[config.mk]
export PLATFORM = sky130hd
export DESIGN_NAME = lcd_shadow_refresh_engine
export DESIGN_NICKNAME = d
export VERILOG_FILES = /design/src/lcdsr_pkg.sv /design/src/lcdsr_ram.sv /design/src/lcdsr_prio_enc.sv /design/src/lcd_shadow_refresh_engine.sv
export SDC_FILE = /design/constraint.sdc
export NUM_CORES = 1
export LEC_CHECK = 0
export ABC_CLOCK_PERIOD_IN_PS = 4800
export BUFFER_PORTS_ARGS = -buffer_cell sky130_fd_sc_hd__buf_2
export CAP_MARGIN = 0
export CORE_UTILIZATION = 67
export CTS_CLUSTER_SIZE = 12
export DETAILED_ROUTE_END_ITERATION = 7
export PLACE_DENSITY_LB_ADDON = 0.08
export SYNTH_ARGS = -nofsm -noshare
export SYNTH_HDL_FRONTEND = slang
export SYNTH_SLANG_ARGS = --single-unit
[constraint.sdc]
create_clock -name clk -period 4.8 [get_ports clk]
set_clock_uncertainty 0.05 [all_clocks]
set_input_delay 0.24 -clock clk [delete_from_list [all_inputs] [get_ports clk]]
set_output_delay 0.24 -clock clk [all_outputs]
set_load 0.01 [all_outputs]
[src/lcdsr_pkg.sv]
package lcdsr_pkg;

    localparam int NUM_CHARS_DEF   = 32;
    localparam int LINE_LENGTH_DEF = 16;

    localparam int POS_W  = 5;
    localparam int CHAR_W = 8;
    localparam int DDRAM_W = 7;

    localparam logic [DDRAM_W-1:0] ADDR_LINE_ODD   = 7'h40;
    localparam logic [DDRAM_W-1:0] ADDR_MASK       = 7'h7f;
    localparam logic [CHAR_W-1:0]  CMD_SET_ADDRESS = 8'h80;

    localparam logic RS_COMMAND = 1'b0;
    localparam logic RS_DATA    = 1'b1;

    typedef enum logic [1:0] {
        CMD_WRITE  = 2'd0,
        CMD_TICK   = 2'd1,
        CMD_CURSOR = 2'd2
    } cmd_t;

    typedef enum logic {
        S_IDLE,
        S_EMIT
    } state_t;

    typedef struct packed {
        logic [1:0]        command;
        logic [POS_W-1:0]  position;
        logic [CHAR_W-1:0] char_code;
        logic              lcd_busy;
    } item_t;

    typedef struct packed {
        logic [CHAR_W-1:0] lcd_byte;
        logic              register_select;
    } result_t;

endpackage

[src/lcdsr_ram.sv]
module lcdsr_ram #(
    parameter int WIDTH = 8,
    parameter int DEPTH = 32
) (
    input  logic                     clk,
    input  logic                     we,
    input  logic [$clog2(DEPTH)-1:0] waddr,
    input  logic [WIDTH-1:0]         wdata,
    input  logic [$clog2(DEPTH)-1:0] raddr,
    output logic [WIDTH-1:0]         rdata
);

    logic [WIDTH-1:0] mem [DEPTH];

    always_ff @(posedge clk)
    begin
        if (we)
        begin
            mem[waddr] <= wdata;
        end
        rdata <= mem[raddr];
    end

endmodule

[src/lcdsr_prio_enc.sv]
module lcdsr_prio_enc #(
    parameter int N = 32
) (
    input  logic [N-1:0]         bits,
    output logic                 any,
    output logic [$clog2(N)-1:0] index
);

    localparam int IW = $clog2(N);

    always_comb
    begin
        any   = 1'b0;
        index = '0;
        for (int i = N - 1; i >= 0; i--)
        begin
            if (bits[i])
            begin
                any   = 1'b1;
                index = IW'(i);
            end
        end
    end

endmodule

[src/lcd_shadow_refresh_engine.sv]
// Shadow-buffer refresh engine for a multi-line character display. Write and
// set-cursor commands, and ticks that find the display busy, are handled in
// S_IDLE and give no result. A tick with the display ready goes on to S_EMIT:
// in S_IDLE it searches the dirty bits and reads the character memory at the
// lowest dirty position, in S_EMIT it decides on an address command or a data
// byte. A result shows up on the cycle after that, held on result for exactly
// one cycle with result_valid high; there is no way to hold it off, so the
// receiver must take it on that cycle. The character memory needs no clearing
// after reset, so items are taken from the first cycle out of reset.
module lcd_shadow_refresh_engine
    import lcdsr_pkg::*;
#(
    parameter int NUM_CHARS   = NUM_CHARS_DEF,
    parameter int LINE_LENGTH = LINE_LENGTH_DEF
) (
    input  logic    clk,
    input  logic    rst_n,
    input  logic    start,
    output logic    busy,
    input  item_t   item,
    output logic    result_valid,
    output result_t result
);

    localparam int PW = $clog2(NUM_CHARS);
    localparam int TW = $clog2(NUM_CHARS + 1);
    localparam logic [TW-1:0] ADDR_UNKNOWN = TW'(NUM_CHARS);

    typedef logic [NUM_CHARS-1:0][DDRAM_W-1:0] addr_table_t;

    function automatic addr_table_t build_addr_table();
        addr_table_t tbl;
        int col;
        int line;
        int addr;
        col  = 0;
        line = 0;
        for (int p = 0; p < NUM_CHARS; p++)
        begin
            addr = col + (line >> 1) * LINE_LENGTH + ((line % 2) * int'(ADDR_LINE_ODD));
            tbl[p] = DDRAM_W'(addr) & ADDR_MASK;
            if (col == LINE_LENGTH - 1)
            begin
                col  = 0;
                line = line + 1;
            end
            else
            begin
                col = col + 1;
            end
        end
        return tbl;
    endfunction

    function automatic logic [NUM_CHARS-1:0] build_eol_table();
        logic [NUM_CHARS-1:0] tbl;
        for (int p = 0; p < NUM_CHARS; p++)
        begin
            tbl[p] = (p == NUM_CHARS - 1) || (((p + 1) % LINE_LENGTH) == 0);
        end
        return tbl;
    endfunction

    localparam addr_table_t          ADDR_TABLE = build_addr_table();
    localparam logic [NUM_CHARS-1:0] EOL_TABLE  = build_eol_table();

    state_t               state_reg, state_next;
    logic [NUM_CHARS-1:0] dirty_reg, dirty_next;
    logic [TW-1:0]        tracked_reg, tracked_next;
    logic [PW-1:0]        resting_reg, resting_next;
    logic [PW-1:0]        found_reg, found_next;
    logic                 any_reg, any_next;
    logic                 result_valid_reg, result_valid_next;
    result_t              result_reg, result_next;

    logic                 accept;
    logic                 pos_ok;
    logic [PW-1:0]        pos_idx;
    logic                 search_any;
    logic [PW-1:0]        search_idx;
    logic                 mem_we;
    logic [CHAR_W-1:0]    mem_rdata;
    logic                 go_emit;

    assign busy    = (state_reg != S_IDLE);
    assign accept  = start && !busy;
    assign pos_ok  = (int'(item.position) < NUM_CHARS);
    assign pos_idx = PW'(item.position);
    assign mem_we  = accept && (item.command == CMD_WRITE) && pos_ok;
    assign go_emit = accept && (item.command == CMD_TICK) && !item.lcd_busy;

    lcdsr_prio_enc #(
        .N(NUM_CHARS)
    ) u_prio_enc (
        .bits (dirty_reg),
        .any  (search_any),
        .index(search_idx)
    );

    lcdsr_ram #(
        .WIDTH(CHAR_W),
        .DEPTH(NUM_CHARS)
    ) u_char_ram (
        .clk  (clk),
        .we   (mem_we),
        .waddr(pos_idx),
        .wdata(item.char_code),
        .raddr(search_idx),
        .rdata(mem_rdata)
    );

    always_comb
    begin
        state_next = state_reg;
        unique case (state_reg)
            S_IDLE:
            begin
                if (go_emit)
                begin
                    state_next = S_EMIT;
                end
            end
            S_EMIT:
            begin
                state_next = S_IDLE;
            end
            default:
            begin
                state_next = S_IDLE;
            end
        endcase
    end

    always_comb
    begin
        dirty_next        = dirty_reg;
        tracked_next      = tracked_reg;
        resting_next      = resting_reg;
        found_next        = found_reg;
        any_next          = any_reg;
        result_valid_next = 1'b0;
        result_next       = result_reg;

        unique case (state_reg)
            S_IDLE:
            begin
                if (accept)
                begin
                    unique case (item.command)
                        CMD_WRITE:
                        begin
                            if (pos_ok)
                            begin
                                dirty_next[pos_idx] = 1'b1;
                            end
                        end
                        CMD_CURSOR:
                        begin
                            if (pos_ok)
                            begin
                                resting_next = pos_idx;
                            end
                        end
                        CMD_TICK:
                        begin
                            found_next = search_idx;
                            any_next   = search_any;
                        end
                        default:
                        begin
                        end
                    endcase
                end
            end
            S_EMIT:
            begin
                if (any_reg)
                begin
                    if (tracked_reg != TW'(found_reg))
                    begin
                        tracked_next                = TW'(found_reg);
                        result_valid_next           = 1'b1;
                        result_next.lcd_byte        = CMD_SET_ADDRESS
                                                      | CHAR_W'(ADDR_TABLE[found_reg]);
                        result_next.register_select = RS_COMMAND;
                    end
                    else
                    begin
                        dirty_next[found_reg] = 1'b0;
                        if (EOL_TABLE[found_reg])
                        begin
                            tracked_next = ADDR_UNKNOWN;
                        end
                        else
                        begin
                            tracked_next = TW'(found_reg) + TW'(1);
                        end
                        result_valid_next           = 1'b1;
                        result_next.lcd_byte        = mem_rdata;
                        result_next.register_select = RS_DATA;
                    end
                end
                else if (tracked_reg != TW'(resting_reg))
                begin
                    tracked_next                = TW'(resting_reg);
                    result_valid_next           = 1'b1;
                    result_next.lcd_byte        = CMD_SET_ADDRESS
                                                  | CHAR_W'(ADDR_TABLE[resting_reg]);
                    result_next.register_select = RS_COMMAND;
                end
            end
            default:
            begin
            end
        endcase
    end

    always_ff @(posedge clk or negedge rst_n)
    begin
        if (!rst_n)
        begin
            state_reg        <= S_IDLE;
            dirty_reg        <= '0;
            tracked_reg      <= '0;
            resting_reg      <= '0;
            any_reg          <= 1'b0;
            result_valid_reg <= 1'b0;
        end
        else
        begin
            state_reg        <= state_next;
            dirty_reg        <= dirty_next;
            tracked_reg      <= tracked_next;
            resting_reg      <= resting_next;
            any_reg          <= any_next;
            result_valid_reg <= result_valid_next;
        end
    end

    always_ff @(posedge clk)
    begin
        found_reg  <= found_next;
        result_reg <= result_next;
    end

    assign result_valid = result_valid_reg;
    assign result       = result_reg;

endmodule
==> impl_metrics.ini, run 1 <==
[global_route]
track_usage = 0.344
antenna_found_initial = 0
grt_pass1_wl_um = 53800
grt_max_degree = 54
grt_pass1_vias = 8882
overflow = 0

[synth]
syn_nets = 1050
synth_ff_type = edfxtp_1
synth-edff-count = 270
ys_ff_latch = 330
netlist_area_sq_mm = 0.0139
avgSynthCellArea_sq_um = 13.5
ys_types = 69
yosys_warnings = 0
synth-async-reset-ratio = 0.139
ys_seq_area_frac = 0.686
syn_inst = 1027

[layout]
antenna_cells = 0
n_fill_cell = 1301
regArea_sq_mm = 0.00954
area.growth.synth_to_final_pct = 10.5
largest_reg_flops = 256
drive_above_1_share = 0.107
finalCoreUtilization = 0.757
multi_input_area_sq_mm = 0.00396
fin_nets = 1081

[sta]
fmax_mhz = 258
min_period_ns = 3.87
finalHoldViolCount = 0
fin_setup_tns_ns = 0
min_period_over_period = 0.806
worst_pin_slew_ns = 1.14
rsz0062_at_grt = false
finalSetupViolCount = 0
relSlewSlack = 0.239
finalMaxSlewViolations = 0

[status]
status = finished clean

[die]
rows = 52
io_pins = 30
start_util = 0.685
die_h_um = 146
coreArea_sq_mm = 0.0203
die_w_um = 146
die_area_sq_mm = 0.0213

[placement]
io_buffers = 29
finalWeightedCongestion = 0.937
dp_hpwl_um = 22900

[clocking]
ctsRootBufferMaster = clkbuf_16
clkSinkCount = 330
clk-insertion-delay-late_ns = 0.52
clk_pin_slew_ns = 0.06
cts_tree = yes
cts_setup_buffers = 0
numCtsBuffers = 35
cts.htree.levels = 2
clockBufferDepth = 3

[worst_setup_path]
required_ns = 5.11
path_delay_family = compound AO/OA/AOI/OAI gates
crit_path_end = u_char_ram.rdata[4]$_DFF_P_
slowest_delay_ns = 0.74
r2r.worst_path.cells = 11
rrSetupSlack_ns = 0.93
path_buf_inv = 3
start_kind = register
crit_chain = nor4_1 -> o31a_1 -> o41ai_4 -> buf_4 -> a21oi_4 -> inv_4 -> buf_4 -> a2111oi_0 -> a311oi_1 -> nor4_1 -> a31oi_1
crit_cells = 11
crit_start = dirty_reg[26]$_DFFE_PN0P_
r2r-end = u_char_ram.rdata[4]$_DFF_P_
worstSetupPathType = register to register
cp_slowest_cell = nor4_1
arrival_ns = 4.18
cp_max_fo = 32
cp-end-kind = register
crit-reg2reg-launch = dirty_reg[26]$_DFFE_PN0P_

[route]
dr.pass1.iters = 5
first_iter_violations = 1050
num_vias = 9225
wl_per_cell_um = 26.2
vias_per_cell = 6.81
drc = 0
drt-total-wl_um = 35500
ant_nets = 0

[min_path]
worstHoldPathType = input port to register

[power_and_ir_drop]
pwr_density_cell_mw_per_mm2 = 498
leakagePower_nw = 5.48
peakVddDrop_mv = 0.365

[job]
cap_violations = 0
==> report_power, final <==
group / internal [mW] / switching, mW / total [mW]
Clock: 1.43 / 1.05 / 2.49
Sequential: 3.22 / 0.127 / 3.35
Combinational: 0.620 / 1.19 / 1.81
Total: 5.27 / 2.37 / 7.64
==> cell families after synthesis <==
kind of cell / share of synthesized area
flip-flops: 0.686
multiplexers: 0.0530
adder cells (fa/ha/maj): 0.00360
buffers and inverters: 0.0294
XOR/XNOR: 0.00630
AND/OR/NAND/NOR: 0.103
AO/OA/AOI/OAI: 0.118
==> layout make-up <==
type,count,share of cell area
sequential,330,0.621
multi-input combinational,605,0.258
clock buffer,57,0.0651
tap,270,0.0220
timing repair buffer,49,0.0212
inverter,37,0.00921
clock inverter,7,0.00342
==> cell usage after synthesis (4+ instances only) <==
cell type,count,area share
a2111oi_0,20,0.013
a211oi_1,26,0.014
a21o_1,5,0.0027
a21oi_1,17,0.0061
a311oi_1,23,0.014
a31oi_1,15,0.0067
a32oi_1,7,0.0044
and2_1,5,0.0022
buf_1,4,0.0011
buf_2,12,0.0043
buf_4,9,0.0049
clkbuf_1,28,0.0076
dfrtp_1,46,0.083
dfxtp_1,14,0.020
edfxtp_1,270,0.58
ha_1,4,0.0036
inv_1,33,0.0089
mux2_2,5,0.0040
mux2i_1,68,0.049
nand2_1,132,0.036
nand2b_1,7,0.0031
nand3_1,46,0.017
nand4_1,5,0.0022
nor2_1,68,0.018
nor2b_1,8,0.0036
nor3_1,10,0.0036
nor4_1,16,0.0072
o21ai_0,14,0.0050
o21bai_1,4,0.0022
o221a_2,8,0.0065
o221ai_1,7,0.0044
o22a_1,10,0.0063
o32a_1,15,0.011
or3_1,4,0.0018
xnor2_1,8,0.0050
==> tightest hold or removal path, delay by kind of cell <==
| kind | cells | cell delay [ns] |
|---|---|---|
| compound gates | 1 | 0.10 |
| simple gates | 1 | 0.15 |
| buf+inv | 1 | 0.10 |
==> cell usage in the layout (no fill, tap or decap), types with 10 or more instances in the layout <==
| cell | instances |
|---|---|
| nand3_1 | 46 |
| inv_1 | 33 |
| edfxtp_1 | 270 |
| a311oi_1 | 23 |
| a2111oi_0 | 20 |
| o32a_1 | 15 |
| a21oi_1 | 17 |
| nand2_1 | 132 |
| nor4_1 | 16 |
| dfxtp_1 | 14 |
| a211oi_1 | 26 |
| buf_2 | 29 |
| mux2i_1 | 68 |
| dfrtp_1 | 46 |
| clkbuf_1 | 19 |
| buf_4 | 12 |
| a31oi_1 | 15 |
| o21ai_0 | 14 |
| o22a_1 | 10 |
| nor2_1 | 68 |
| clkbuf_16 | 36 |
| nor3_1 | 10 |
==> what timing repair did <==
action / CTS / global route
resized for setup: 0 / 0
hold endpoints to repair: 53 / 0
hold buffers: 7 / 0
==> layer usage <==
metal / track usage / wire length (um) / vias to the layer above
met4: 0.151 / 1380 / 0
met5: 0 / 0 / -
met3: 0.0547 / 3280 / 96
met2: 0.535 / 16600 / 552
met1: 0.489 / 14200 / 4545
li1: - / - / 4032
==> how the worst min path moves through the flow <==
stage	startpoint	to	slack [ns]	cells after the start
3_5_place_dp	item[0]	busy$_DFF_PN0_	0.34	2
6_report	item[15]	dirty_reg[15]$_DFFE_PN0P_	0.07	3
2_1_floorplan	rst_n	any_reg$_DFFE_PN0P_	-0.11	0
5_1_grt	item[15]	dirty_reg[15]$_DFFE_PN0P_	0.1	3
4_1_cts	item[15]	dirty_reg[15]$_DFFE_PN0P_	0.06	3
3_3_place_gp	item[0]	busy$_DFF_PN0_	0.34	2
==> through the flow <==
step           instance area (sq um)  setup WS (ns)  instances  hold WS (ns)  power, mW
2_1_floorplan                  13900           2.32       1027        -0.106       4.61
3_3_place_gp                   14200           1.12       1284         0.340       5.13
3_5_place_dp                   14200           1.01       1284         0.343       5.16
4_1_cts                        15400          0.995       1355        0.0594       7.62
5_1_grt                        15400          0.837       1355        0.0999       7.88
6_report                       15400          0.929       1355        0.0661       7.64
(Power assumes the default switching activity.)
==> inputs of run 2 (changes only) <==
Settings changed: ABC_CLOCK_PERIOD_IN_PS 4800 to 3400, CORE_UTILIZATION 67 to 56.
Clock period 4.8 ns to 3.4 ns, I/O delays scaled along.
==> run 2 against run 1 <==
Core utilization shrank 10 points; total power grew 45%; count of clock-buffer cells in the layout shrank 1; design area grew 3.9%; critical endpoint is now u_char_ram.rdata[6]$_DFF_P_.
==> impl_metrics.ini, run 2 (synthesis results as in run 1) <==
[power_and_ir_drop]
peakVddDrop_mv = 0.517
pwr_density_cell_mw_per_mm2 = 696
leakagePower_nw = 5.82

[route]
num_vias = 9282
drt-total-wl_um = 36600
vias_per_cell = 6.34
drc = 0
first_iter_violations = 1033
wl_per_cell_um = 24.9
dr.pass1.iters = 5
ant_nets = 0

[die]
start_util = 0.572
die_h_um = 160
rows = 57
die_area_sq_mm = 0.0255
io_pins = 30
coreArea_sq_mm = 0.0243
die_w_um = 160

[placement]
finalWeightedCongestion = 0.914
io_buffers = 29
dpl_cell_area_sq_mm = 0.0148
post-place-ws_ns = 0.220
dp_hpwl_um = 24700
place_inst = 1392

[sta]
rsz0062_at_grt = false
finalSetupViolCount = 0
worst_pin_slew_ns = 1.23
min_period_ns = 3.23
min_period_over_period = 0.951
relSlewSlack = 0.183
finalHoldViolCount = 0
worst_slack_ns = 0.168
fin_setup_tns_ns = 0
finalMaxSlewViolations = 0
fmax_mhz = 309

[layout]
multi_input_area_sq_mm = 0.00396
mostFrequentLayoutCell = edfxtp_1
n_fill_cell = 1757
regArea_sq_mm = 0.00954
instances_no_fill = 1465
largest_reg_flops = 256
antenna_cells = 0
drive_above_1_share = 0.149
fin_nets = 1137
area.growth.synth_to_final_pct = 14.8
final_cell_mix = edfxtp_1 (270), nand2_1 (132), nor2_1 (68), mux2i_1 (68), buf_4 (62)
post-route-cell-area_sq_mm = 0.0160

[global_route]
grt_pass1_wl_um = 55700
grt_pass1_vias = 8862
track_usage = 0.295
grt_max_degree = 54
antenna_found_initial = 1
overflow = 0

[min_path]
worstHoldPathType = input port to register

[worst_setup_path]
required_ns = 3.73
cp-end-kind = register
arrival_ns = 3.56
cp_max_fo = 12
worstSetupPathType = register to register
start_kind = register

[clocking]
clkSinkCount = 330
cts_tree = yes
clk-insertion-delay-late_ns = 0.52
numCtsBuffers = 35
clockBufferDepth = 3
cts.htree.levels = 2
ctsRootBufferMaster = clkbuf_16
clk_pin_slew_ns = 0.06

[job]
cap_violations = 0

[status]
status = finished clean
-- run 2: cell count changes in the layout (fill, tap and decap cells not counted), sizes merged --
cell         delta
bufinv          +2
buf            +54
dlygate4sd3     +2
inv             -1
clkbuf          -1
-- run 2: path summary, 6_finish.rpt --
| kind | startpoint | to | slack [ns] | cells after the start |
|---|---|---|---|---|
| worst max-delay path | dirty_reg[14]$_DFFE_PN0P_ | u_char_ram.rdata[6]$_DFF_P_ | 0.17 | 9 |
| worst min-delay path | start | dirty_reg[15]$_DFFE_PN0P_ | 0.14 | 4 |
| worst max register to register | dirty_reg[14]$_DFFE_PN0P_ | u_char_ram.rdata[6]$_DFF_P_ | 0.17 | 9 |
| worst min register to register | tracked_reg[5]$_DFFE_PN0P_ | tracked_reg[5]$_DFFE_PN0P_ | 0.49 | 1 |
| max in group asynchronous | rst_n | dirty_reg[7]$_DFFE_PN0P_ | 2.26 | 2 |
| min in group asynchronous | rst_n | tracked_reg[0]$_DFFE_PN0P_ | 0.34 | 2 |
-- run 2: final cells by class --
cell class	count	area share
timing repair buffer	105	0.0502
inverter	37	0.00886
multi-input combinational	605	0.248
tap	324	0.0254
clock inverter	8	0.00635
sequential	330	0.598
clock buffer	56	0.0630
-- run 2: stage by stage --
step	hold slack, ns	power [mW]	util
final	0.143	11.1	0.656
after CTS	0.105	11.1	0.656
after global routing	0.166	11.5	0.656
after detailed placement	0.276	7.48	0.607
after global placement	0.270	7.47	0.607
after floorplan	-0.176	6.51	-
-- run 2: metal layers --
layer / vias up / part of all wire / global-route usage
met1: 4657 / 0.44 / 0.432
li1: 4143 / - / -
met3: 59 / 0.077 / 0.0435
met4: 2 / 0.021 / 0.0874
met2: 421 / 0.47 / 0.460
met5: - / 0.00033 / 0
-- run 2: what timing repair did --
item / CTS / global route
gates resized for setup: 0 / 1
hold buffers: 9 / 0
endpoints found under the hold margin: 54 / 0
setup endpoints to repair: 0 / 1
setup buffers: 0 / 0
-- run 2: where the power goes --
group | switching [mW] | total (mW) | leakage (nW) | internal [mW]
sequential | 0.193 | 4.74 | 3.14 | 4.54
clock | 1.49 | 3.68 | 0.534 | 2.19
combinational | 1.68 | 2.70 | 2.14 | 1.02
total | 3.37 | 11.1 | 5.82 | 7.75
-- run 2: worst max-delay path, stage by stage, from the launching register on --
cell and delay, ns:
dfrtp_1 0.45, nor3_1 0.35, nand4_1 0.28, o211a_1 0.46
buf_4 0.25, o21ai_1 0.41, o221ai_1 0.19, nor4_1 0.44
buf_4 0.18, a31oi_1 0.03
==> inputs of run 3 (changes only) <==
Settings changed: ABC_AREA set to 1, CORE_UTILIZATION 56 to 57.
==> run 3 against run 2 <==
Via count grew 25%; cell count rose by 33%; combinational power decreased by 42%; flip-flop and latch count unchanged; sequential power shrank 3%; hold slack worse by 0.11 ns; register-to-register slack worse by 0.05 ns; critical path depth increased by 32; design area increased by 11%; critical path type unchanged; largest cell class unchanged; highest routed layer is now met4.
==> impl_metrics.ini, run 3 <==
[route]
first_iter_violations = 1651
drt-total-wl_um = 43800
num_vias = 11562
ant_nets = 0
vias_per_cell = 5.91
dr.pass1.iters = 5
drc = 0
wl_per_cell_um = 22.4

[worst_setup_path]
rrSetupSlack_ns = 0.12
start_kind = register
crit-reg2reg-launch = dirty_reg[30]$_DFFE_PN0P_
slowest_delay_ns = 0.38
required_ns = 3.82
cp_common_cell = nand2_1
r2r-end = u_char_ram.rdata[2]$_DFF_P_
arrival_ns = 3.69
cp_max_fo = 7
crit_start = dirty_reg[30]$_DFFE_PN0P_
worstSetupPathType = register to register
r2r.worst_path.cells = 41
crit_path_end = u_char_ram.rdata[2]$_DFF_P_
cp_slowest_cell = dfrtp_1
cp-end-kind = register

[sta]
holdWs_ns = 0.0375
min_period_ns = 3.28
rsz0062_at_grt = true
finalHoldViolCount = 0
worst_pin_slew_ns = 1.20
min_period_over_period = 0.964
finalSetupViolCount = 0
relSlewSlack = 0.196
fmax_mhz = 305
finalMaxSlewViolations = 0

[min_path]
worstHoldPathType = input port to register

[layout]
antenna_cells = 0
drive_above_1_share = 0.134
final_cell_mix = edfxtp_1 (270), inv_1 (259), nand2_1 (246), nand3_1 (240), nor2_1 (86)
largest_reg_flops = 256
mostFrequentLayoutCell = edfxtp_1
fin_nets = 1617
finalCoreUtilization = 0.680
area.growth.synth_to_final_pct = 17.3

[synth]
synth_top_family_by_area = simple AND/OR/NAND/NOR gates
synth_area_leaders = edfxtp_1 (54%), nand3_1 (9.4%), dfrtp_1 (7.6%)
synth.largest_area_cell = edfxtp_1
synthMuxAreaShare = 0
synth_top_area_frac = 0.539
syn_nets = 1539
synth.most_common_cell = nand3_1
netlist_area_sq_mm = 0.0151
synth-async-reset-ratio = 0.139
ys_seq_area_frac = 0.634
synth-edff-count = 270
synth-compound-area-share = 0.0342
yosys.area_share.simple = 0.237
synth_adder_area_share = 0.00332
synth_ff_type = edfxtp_1
ys_types = 35
ys_ff_latch = 330
yosys-top-cells-count = nand3_1 (284), edfxtp_1 (270), inv_1 (261)
avgSynthCellArea_sq_um = 9.93
syn_inst = 1516
yosys_warnings = 0
synth_xor_area_frac = 0.00233

[clocking]
clockBufferDepth = 3
clk_pin_slew_ns = 0.06
clk-insertion-delay-late_ns = 0.53
clkSinkCount = 330
ctsRootBufferMaster = clkbuf_16
numCtsBuffers = 36
cts.htree.levels = 2
cts_tree = yes

[placement]
dp_hpwl_um = 26200
io_buffers = 29
finalWeightedCongestion = 0.940

[global_route]
track_usage = 0.316
grt_pass1_wl_um = 62900
grt_max_degree = 97
grt_pass1_vias = 10648
antenna_found_initial = 0
overflow = 0

[die]
coreArea_sq_mm = 0.0260
die_area_sq_mm = 0.0271
die_w_um = 165
start_util = 0.579
rows = 59
io_pins = 30
die_h_um = 165

[power_and_ir_drop]
peakVddDrop_mv = 0.455
leakagePower_nw = 7.42
pwr_density_cell_mw_per_mm2 = 560

[status]
status = finished clean

[job]
cap_violations = 0
## run 3: cell types whose count changed in the layout (fill, tap and decap cells not counted), moves of 26 or more
cell and change:
nand2_1 +114, nand3b_1 +77, a211oi_1 -26, nand3_1 +194, nand3_2 +42, mux2i_1 -68
inv_1 +226
## run 3: through the flow
stage / cells / total power [mW] / cell area, sq um / setup WS [ns] / TNS [ns]
6_report: 1955 / 9.89 / 17700 / 0.123 / 0
5_1_grt: 1955 / 10.2 / 17700 / -0.205 / -1.50
4_1_cts: 1931 / 9.64 / 17000 / 0.160 / 0
3_5_place_dp: 1862 / 5.95 / 15800 / 0.185 / 0
3_3_place_gp: 1862 / 5.94 / 15800 / 0.157 / 0
2_1_floorplan: 1516 / 5.48 / 15100 / 0.770 / 0
## run 3: critical path: cells and delay by family, from the launching register on
kind | cells | cell delay, ns
AND/OR/NAND/NOR | 38 | 2.37
buffers and inverters | 3 | 0.41
flip-flops | 1 | 0.38
## run 3: layout make-up
type                       instances  area (sq um)
inverter                         264           993
sequential                       330          9540
multi-input combinational        848          4450
clock buffer                      56          1040
fill                            1993          8320
clock inverter                     8          73.8
timing repair buffer             114          1150
tap                              335           419
## run 3: power breakdown
group          leakage, nW  internal (mW)  total, mW  switching (mW)
Clock                0.539           2.18       3.73            1.56
Combinational         3.76          0.543       1.56            1.02
Sequential            3.12           4.49       4.60           0.107
## run 3: what timing repair did
item / 4_1_cts / 5_1_grt
buffers inserted: 0 / 10
setup endpoints to repair: 0 / 8
hold endpoints to repair: 52 / 0
resized for setup: 0 / 69
hold buffers: 5 / 0
## run 3: how the worst min path moves through the flow
stage	endpoint	depth (start not counted)	from
2_1_floorplan	any_reg$_DFFE_PN0P_	0	rst_n
5_1_grt	resting_reg[3]$_DFFE_PN0P_	3	item[12]
3_3_place_gp	busy$_DFF_PN0_	2	item[0]
4_1_cts	resting_reg[3]$_DFFE_PN0P_	3	item[12]
6_report	resting_reg[3]$_DFFE_PN0P_	3	item[12]
3_5_place_dp	busy$_DFF_PN0_	2	item[0]
## run 3: cell families after synthesis
family                   after synthesis
AND/OR/NAND/NOR                      755
AO/OA/AOI/OAI                         85
adder cells (fa/ha/maj)                4
buffers and inverters                338
flip-flops                           330
XOR/XNOR                               4
## run 3: per-layer routing
layer / GRT usage / up-vias / share of wire
met3: 0.0427 / 68 / 0.082
met1: 0.455 / 5650 / 0.43
met4: 0.101 / 0 / 0.021
met5: 0 / - / 0
li1: - / 5269 / -
met2: 0.498 / 575 / 0.47
